<file path="config.mk">
export PLATFORM = sky130hd
export DESIGN_NAME = ogfc_ctrl
export DESIGN_NICKNAME = d
export VERILOG_FILES = /design/src/ogfc_pkg.sv /design/src/ogfc_ctrl.sv
export SDC_FILE = /design/constraint.sdc
export NUM_CORES = 1
export LEC_CHECK = 0
export ABC_AREA = 1
export BUFFER_PORTS_ARGS = -buffer_cell sky130_fd_sc_hd__buf_4
export CAP_MARGIN = 20
export CELL_PAD_IN_SITES_DETAIL_PLACEMENT = 0
export CELL_PAD_IN_SITES_GLOBAL_PLACEMENT = 2
export CORE_ASPECT_RATIO = 0.8
export CORE_MARGIN = 2
export CORE_UTILIZATION = 21
export CTS_BUF_LIST = sky130_fd_sc_hd__clkbuf_8
export CTS_CLUSTER_SIZE = 40
export DETAILED_ROUTE_END_ITERATION = 8
export GPL_TIMING_DRIVEN = 1
export PLACE_DENSITY = 0.9
export RECOVER_POWER = 25
export SLEW_MARGIN = 10
export SYNTH_ARGS = -nofsm -noshare
export SYNTH_HDL_FRONTEND = slang
export SYNTH_SLANG_ARGS = --single-unit
</file>
<file path="constraint.sdc">
create_clock -name i_clk -period 1.59 [get_ports i_clk]
set_clock_uncertainty 0.15 [all_clocks]
set_input_delay 0.2385 -clock i_clk [delete_from_list [all_inputs] [get_ports i_clk]]
set_output_delay 0.2385 -clock i_clk [all_outputs]
set_load 0.02 [all_outputs]
</file>
<file path="src/ogfc_pkg.sv">
`timescale 1ns / 1ps
// ----------------------------------------------------------------------------
// ogfc_pkg
// Shared types, codes and constants of the occupancy grid frontier classifier.
// ----------------------------------------------------------------------------
package ogfc_pkg;

    // grid side default and signed coordinate width for window walks
    localparam int GRID_SIDE_DEF = 64;
    localparam int CW            = 12;

    // field widths
    localparam int MODE_W  = 2;
    localparam int COORD_W = 6;
    localparam int OCC_W   = 8;
    localparam int CLS_W   = 2;
    localparam int CFG_AW  = 3;
    localparam int CFG_DW  = 8;
    localparam int RANGE_W = 5;
    localparam int FW_W    = 2;
    localparam int DW_W    = 3;
    localparam int RAD_W   = 3;
    localparam int IN_DW   = 24;
    localparam int OUT_DW  = 8;

    // item modes
    localparam logic [MODE_W-1:0] MODE_WRITE  = 2'd0;
    localparam logic [MODE_W-1:0] MODE_UPDATE = 2'd1;
    localparam logic [MODE_W-1:0] MODE_READ   = 2'd2;

    // occupancy classes
    localparam logic [CLS_W-1:0] OCC_UNEXPLORED = 2'd0;
    localparam logic [CLS_W-1:0] OCC_FREE       = 2'd1;
    localparam logic [CLS_W-1:0] OCC_OCCUPIED   = 2'd2;

    // planning classes
    localparam logic [CLS_W-1:0] PLAN_REGULAR  = 2'd0;
    localparam logic [CLS_W-1:0] PLAN_FRONTIER = 2'd1;
    localparam logic [CLS_W-1:0] PLAN_DANGER   = 2'd2;

    // register indexes
    localparam logic [CFG_AW-1:0] REG_UPDATE_RANGE = 3'd0;
    localparam logic [CFG_AW-1:0] REG_OCC_THR      = 3'd1;
    localparam logic [CFG_AW-1:0] REG_FREE_THR     = 3'd2;
    localparam logic [CFG_AW-1:0] REG_FRONTIER_W   = 3'd3;
    localparam logic [CFG_AW-1:0] REG_DANGER_W     = 3'd4;

    // reset values
    localparam logic [RANGE_W-1:0] RANGE_RST   = 5'd8;
    localparam logic [OCC_W-1:0]   OCC_THR_RST = 8'd153;
    localparam logic [OCC_W-1:0]   FREE_THR_RST = 8'd76;
    localparam logic [FW_W-1:0]    FW_RST      = 2'd1;
    localparam logic [DW_W-1:0]    DW_RST      = 3'd3;
    localparam logic [OCC_W-1:0]   OCC_INIT    = 8'd128;

    typedef logic signed [CW-1:0] t_coord;

    // controller to datapath commands
    typedef struct packed {
        logic clr_step;
        logic load;
        logic res_zero;
        logic item_write;
        logic item_read;
        logic res_read;
        logic res_done;
        logic walk_issue;
        logic walk_adv;
        logic cell_eval;
        logic sweep_step;
        logic out_load;
    } t_cmd;

    // datapath to controller status
    typedef struct packed {
        logic clr_last;
        logic walk_in;
        logic walk_last;
        logic eval_mark;
        logic sweep_last;
        logic out_free;
    } t_stat;

endpackage

</file>
<file path="src/ogfc_ctrl.sv">
`timescale 1ns / 1ps
// ----------------------------------------------------------------------------
// ogfc_ctrl
// Controller state machine: clearing pass, item dispatch, window walk and
// neighborhood sweeps, result hand-off.
// ----------------------------------------------------------------------------
module ogfc_ctrl (
    input  logic                        i_clk,
    input  logic                        i_rst_n,
    input  logic                        i_s_tvalid,
    input  logic [ogfc_pkg::MODE_W-1:0] i_mode,
    input  ogfc_pkg::t_stat             i_st,
    output logic                        o_s_tready,
    output ogfc_pkg::t_cmd              o_cmd
);
    import ogfc_pkg::*;

    localparam logic [3:0] S_CLEAR  = 4'd0;
    localparam logic [3:0] S_IDLE   = 4'd1;
    localparam logic [3:0] S_WRITE  = 4'd2;
    localparam logic [3:0] S_READ   = 4'd3;
    localparam logic [3:0] S_RDATA  = 4'd4;
    localparam logic [3:0] S_WALK   = 4'd5;
    localparam logic [3:0] S_EVAL   = 4'd6;
    localparam logic [3:0] S_SWEEP  = 4'd7;
    localparam logic [3:0] S_DONE   = 4'd8;
    localparam logic [3:0] S_FINISH = 4'd9;

    logic [3:0] r_state, n_state;
    logic       w_acc;

    assign o_s_tready = (r_state == S_IDLE);
    assign w_acc      = i_s_tvalid && o_s_tready;

    // next state and commands
    always_comb begin
        n_state = r_state;
        o_cmd   = '0;
        case (r_state)
            S_CLEAR: begin
                o_cmd.clr_step = 1'b1;
                if (i_st.clr_last) n_state = S_IDLE;
            end
            S_IDLE: begin
                if (w_acc) begin
                    o_cmd.load = 1'b1;
                    case (i_mode)
                        MODE_WRITE:  n_state = S_WRITE;
                        MODE_UPDATE: n_state = S_WALK;
                        MODE_READ:   n_state = S_READ;
                        default: begin
                            o_cmd.res_zero = 1'b1;
                            n_state        = S_FINISH;
                        end
                    endcase
                end
            end
            S_WRITE: begin
                o_cmd.item_write = 1'b1;
                o_cmd.res_done   = 1'b1;
                n_state          = S_FINISH;
            end
            S_READ: begin
                o_cmd.item_read = 1'b1;
                n_state         = S_RDATA;
            end
            S_RDATA: begin
                o_cmd.res_read = 1'b1;
                n_state        = S_FINISH;
            end
            S_WALK: begin
                o_cmd.walk_issue = 1'b1;
                if (i_st.walk_in) begin
                    n_state = S_EVAL;
                end else if (i_st.walk_last) begin
                    n_state = S_DONE;
                end else begin
                    o_cmd.walk_adv = 1'b1;
                end
            end
            S_EVAL: begin
                o_cmd.cell_eval = 1'b1;
                if (i_st.eval_mark) begin
                    n_state = S_SWEEP;
                end else if (i_st.walk_last) begin
                    n_state = S_DONE;
                end else begin
                    o_cmd.walk_adv = 1'b1;
                    n_state        = S_WALK;
                end
            end
            S_SWEEP: begin
                o_cmd.sweep_step = 1'b1;
                if (i_st.sweep_last) begin
                    if (i_st.walk_last) begin
                        n_state = S_DONE;
                    end else begin
                        o_cmd.walk_adv = 1'b1;
                        n_state        = S_WALK;
                    end
                end
            end
            S_DONE: begin
                o_cmd.res_done = 1'b1;
                n_state        = S_FINISH;
            end
            S_FINISH: begin
                if (i_st.out_free) begin
                    o_cmd.out_load = 1'b1;
                    n_state        = S_IDLE;
                end
            end
            default: n_state = S_IDLE;
        endcase
    end

    // state register
    always_ff @(posedge i_clk) begin
        if (!i_rst_n) begin
            r_state <= S_CLEAR;
        end else begin
            r_state <= n_state;
        end
    end

endmodule

</file>
======== Yosys cells after proc, flatten, opt, wreduce, memory -nomap -nowiden ========
Cells that the tools add are included.
word-level totals
  flip-flop bits (word level) ............. 4
  input port bits ......................... 11
  output and inout port bits .............. 13
  word-level logic and storage cells ...... 52
operators by class
  equal/unequal tests ..................... 16
  mux-type cells .......................... 28
  reductions and logical operators ........ 7
operators by type and width
  operator              count
  $mux W4               8
  $pmux W4 S8           1
  $eq A4 B3 Y1 const B  4
  $mux W1               15
  $pmux W4 S3           1
  $eq A4 B2 Y1 const B  2
  $eq A4 B4 Y1 const B  2
  $ne A2 B2 Y1 const B  3
  $reduce_or A3 Y1      2
  $reduce_and A5 Y1     1
  $eq A4 B1 Y1 const B  1
  $logic_not A4 Y1      1
  $mux W2               2
  $ne A3 B3 Y1 const B  1
  $pmux W1 S3           1
  $eq A2 B1 Y1 const B  1
  $eq A2 B2 Y1 const B  1
  $logic_not A2 Y1      1
  $ne A2 B1 Y1 const B  1
  $reduce_or A2 Y1      1
  $logic_and A1 B1 Y1   1

======== Logic depth before layout (Yosys ltp) ========
  word-level depth ........................ 5
  gate-level depth with buffers ........... 9
  gate-level depth less buffers ........... 9

======== Least setup slack after synthesis ========
OpenSTA, ideal clock, no wires.
  path kind ............................... reg-to-output
  from .................................... register r_state[0]
  to ...................................... output port o_cmd[3] in the netlist's numbering
  arrival time ............................ 1.213 ns
  data required time ...................... 1.201 ns
  slack ................................... -0.011 ns
  stages on the path, launching flop included .. 5
  path buffers ............................ 0
  cell sequence ........................... dfxtp_1 > nand2_1 > nor2_4 > nand2_1 > o221ai_1
RTL lines
  item                    line              RTL
  start, declared         ogfc_ctrl.sv:29   logic [3:0] r_state, n_state;
  start signal, assigned  ogfc_ctrl.sv:122  r_state <= n_state;
  end, declared           ogfc_ctrl.sv:14   output ogfc_pkg::t_cmd o_cmd

==> impl_results.md <==
* Cell count after synthesis at 97
* Clock buffer count from CTS at 3
* Unique cell type count in the Yosys netlist at 16
* Cell internal pwr at 401 uW
* Die W at 58.9 um
* Antenna diodes at 0
* Seq/Total Area, Yosys at 15.8%
* Met1 track demand over resource at 17.0%
* GR peak layer: met2
* Clock transition at path regs at 30 ps
* Grt met3 use at 4.05%
* Final nets at 144
* Mean Syn Cell Area at 5.22 um^2
* CTS H-tree depth at 1
* VDD IR max at 0.488 mV
* Largest registers: r_state (4)
* Wirelength per Cell at 10.6 um
* HPWL Detailed at 1350 um
* Arr. time, crit path at 1210 ps
* Gpl congestion at 0.832
* Slew headroom at 83.6%
* Worst endpoint required time at 1200 ps
* Dpl cells at 147
* CP Capture Type: output pin
* Largest net degree at the start of global routing at 7
* Non-Filler Instances at 156
* Ratio of cells with drive above 1 in the final layout at 45.8%
* Total Power at 656 uW
* Post-route DRC at 1
* Seq pwr share at 21.5%
* Startpoint Class: flop
* Core Rows at 15
* Global Route met2 Usage at 19.8%
* Fmax at 0.627 GHz
* Clk Latency, worst-skew pair at 220 ps
* Status: finished, violations left
* Post-route ant nets at 0
* Most frequent cells in the layout: nand2_1, buf_4, inv_1
* CP cell instances: nor2_2, buf_6, nand3_1, nor2_1, buf_4
* Clk sinks at 4
* GRT Overall Usage at 12.7%
* Clock group share of total power at 32.1%
* First-pass GRT wire length at 2650 um
* CP Max Fanout at 6
* Final Hold Vio Count at 0
* TritonCTS clock tree: done
* DRT Pass-1 Iters at 6
* Hold Path Class: input pin to flop
* Largest register FFs at 4
* Fin area at 896 um^2
* CP max stage delay at 350 ps
* YS warnings at 0
* CTS root buf: clkbuf_8
* Finish-stage setup viols at 1
* Top reg by flops: r_state
* Slew Limit Fails at 0
* Io pins at 24
* Share of the core filled with cells at 40.5%
* Cell Area, Synth at 507 um^2
* Total Routed Length at 1660 um
* Synth Register Bits at 4
* Total core area at 0.00221 mm^2
* 1st-iter DRT viols at 11
* Max-Cap Viols at 0
* Number of global-route vias before repair at 646
* Logic pwr share at 46.4%
* Period Utilization, post-route at 100%
* Leakage at 0.524 nW
* Final worst setup slack at -4.13 ps
* Hold Path Depth at 3
* Synth Net Count at 108
* Failing checks: design-rule violations, negative setup slack
* Critical path's slowest cell: dfxtp_4
* Post-placement cell area at 738 um^2
* NetSw at 255 uW
* Die Y at 47.9 um
* Port bufs at 23
* Vias per cell at 4.42
* Slew @ Worst Pin at 244 ps
* Power per Cell Area at 732 mW/mm^2
* Initial antenna violation count at 0
* Critical path class: flop to output pin
* Sw frac at 38.9%
* Die area at 0.00282 mm^2
* Initial core utilization at 22.9%
* Setup TNS at -4.13 ps
* Min Tclk post-route at 1590 ps
* Layout area overhead at 76.8%
* GR Overflow Total at 0
* Clock Tree Buf Depth at 2
* Unrepaired setup endpoints after global routing: yes
* Via count at 689
* Cell count of the worst reg-to-reg path at 10
power by group through the flow:
stage | Clock [mW] | Sequential [mW] | Combinational, mW
3_5_place_dp | 0 | 0.132 | 0.273
6_report | 0.211 | 0.141 | 0.304
2_1_floorplan | 0 | 0.128 | 0.173
4_1_cts | 0.216 | 0.137 | 0.294
5_1_grt | 0.225 | 0.144 | 0.340
3_3_place_gp | 0 | 0.132 | 0.276
cells by family after synthesis:
logic type	share of synthesized area [%]
AND/OR/NAND/NOR	60.2
buffers and inverters	17.0
AO/OA/AOI/OAI	6.91
flip-flops	15.8
cell type report:
type	count	area [um^2]
tap	25	31.3
sequential	4	95.1
clock buffer	3	41.3
inverter	23	91.3
multi-input combinational	70	389
timing repair buffer	31	248
fill	241	1320
worst max-delay path, delay by kind of cell, from the launching register on:
kind                   cells  cell delay [ps]
DFF                        1              350
and+or+nand+nor            3              340
buffers and inverters      2              280
routing by layer:
| layer | part of all wire [%] | wire length (um) |
|---|---|---|
| met1 | 48 | 800 |
| met2 | 46 | 765 |
| met3 | 5.7 | 94 |
| met4 | 0 | 0 |
| met5 | 0 | 0 |
per-stage QoR:
stage / worst slack [ps] / hold WS, ps
3_3_place_gp: 8.52 / 348
3_5_place_dp: 56.5 / 349
2_1_floorplan: 10.3 / 213
5_1_grt: -74.4 / 128
4_1_cts: -1.83 / 114
6_report: -4.13 / 123
repair_timing:
item | in CTS | in global routing
pin swaps | 4 | 5
resized for setup | 17 | 9
buffers inserted | 5 | 1
hold buffers | 0 | 0
setup endpoints to repair | 9 | 9
path summary, 6_finish.rpt:
| kind | start | end | slack, ps |
|---|---|---|---|
| setup / recovery | r_state[2] | o_cmd[9] | -4 |
| hold / removal | i_rst_n | r_state[0] | 120 |
| setup reg to reg | r_state[2] | r_state[2] | 120 |
| hold reg to reg | r_state[1] | r_state[3] | 510 |
Yosys cell counts:
library cell  instances  share of area [%]
a31oi_1               1                1.2
nor4_1                1                1.2
nor2_4                2                4.4
nor2_2                4                4.9
nand3b_1              1                1.5
nor3_1                1               0.99
nand3_1              10                9.9
nand2_2               2                2.5
inv_1                21                 16
nand2_4               2                4.4
a21oi_1               4                4.0
nand2_1              30                 22
dfxtp_1               4                 16
o221ai_1              1                1.7
inv_2                 2                1.5
nor2_1               11                8.1
No activity file was read; power rests on OpenSTA's default activity.
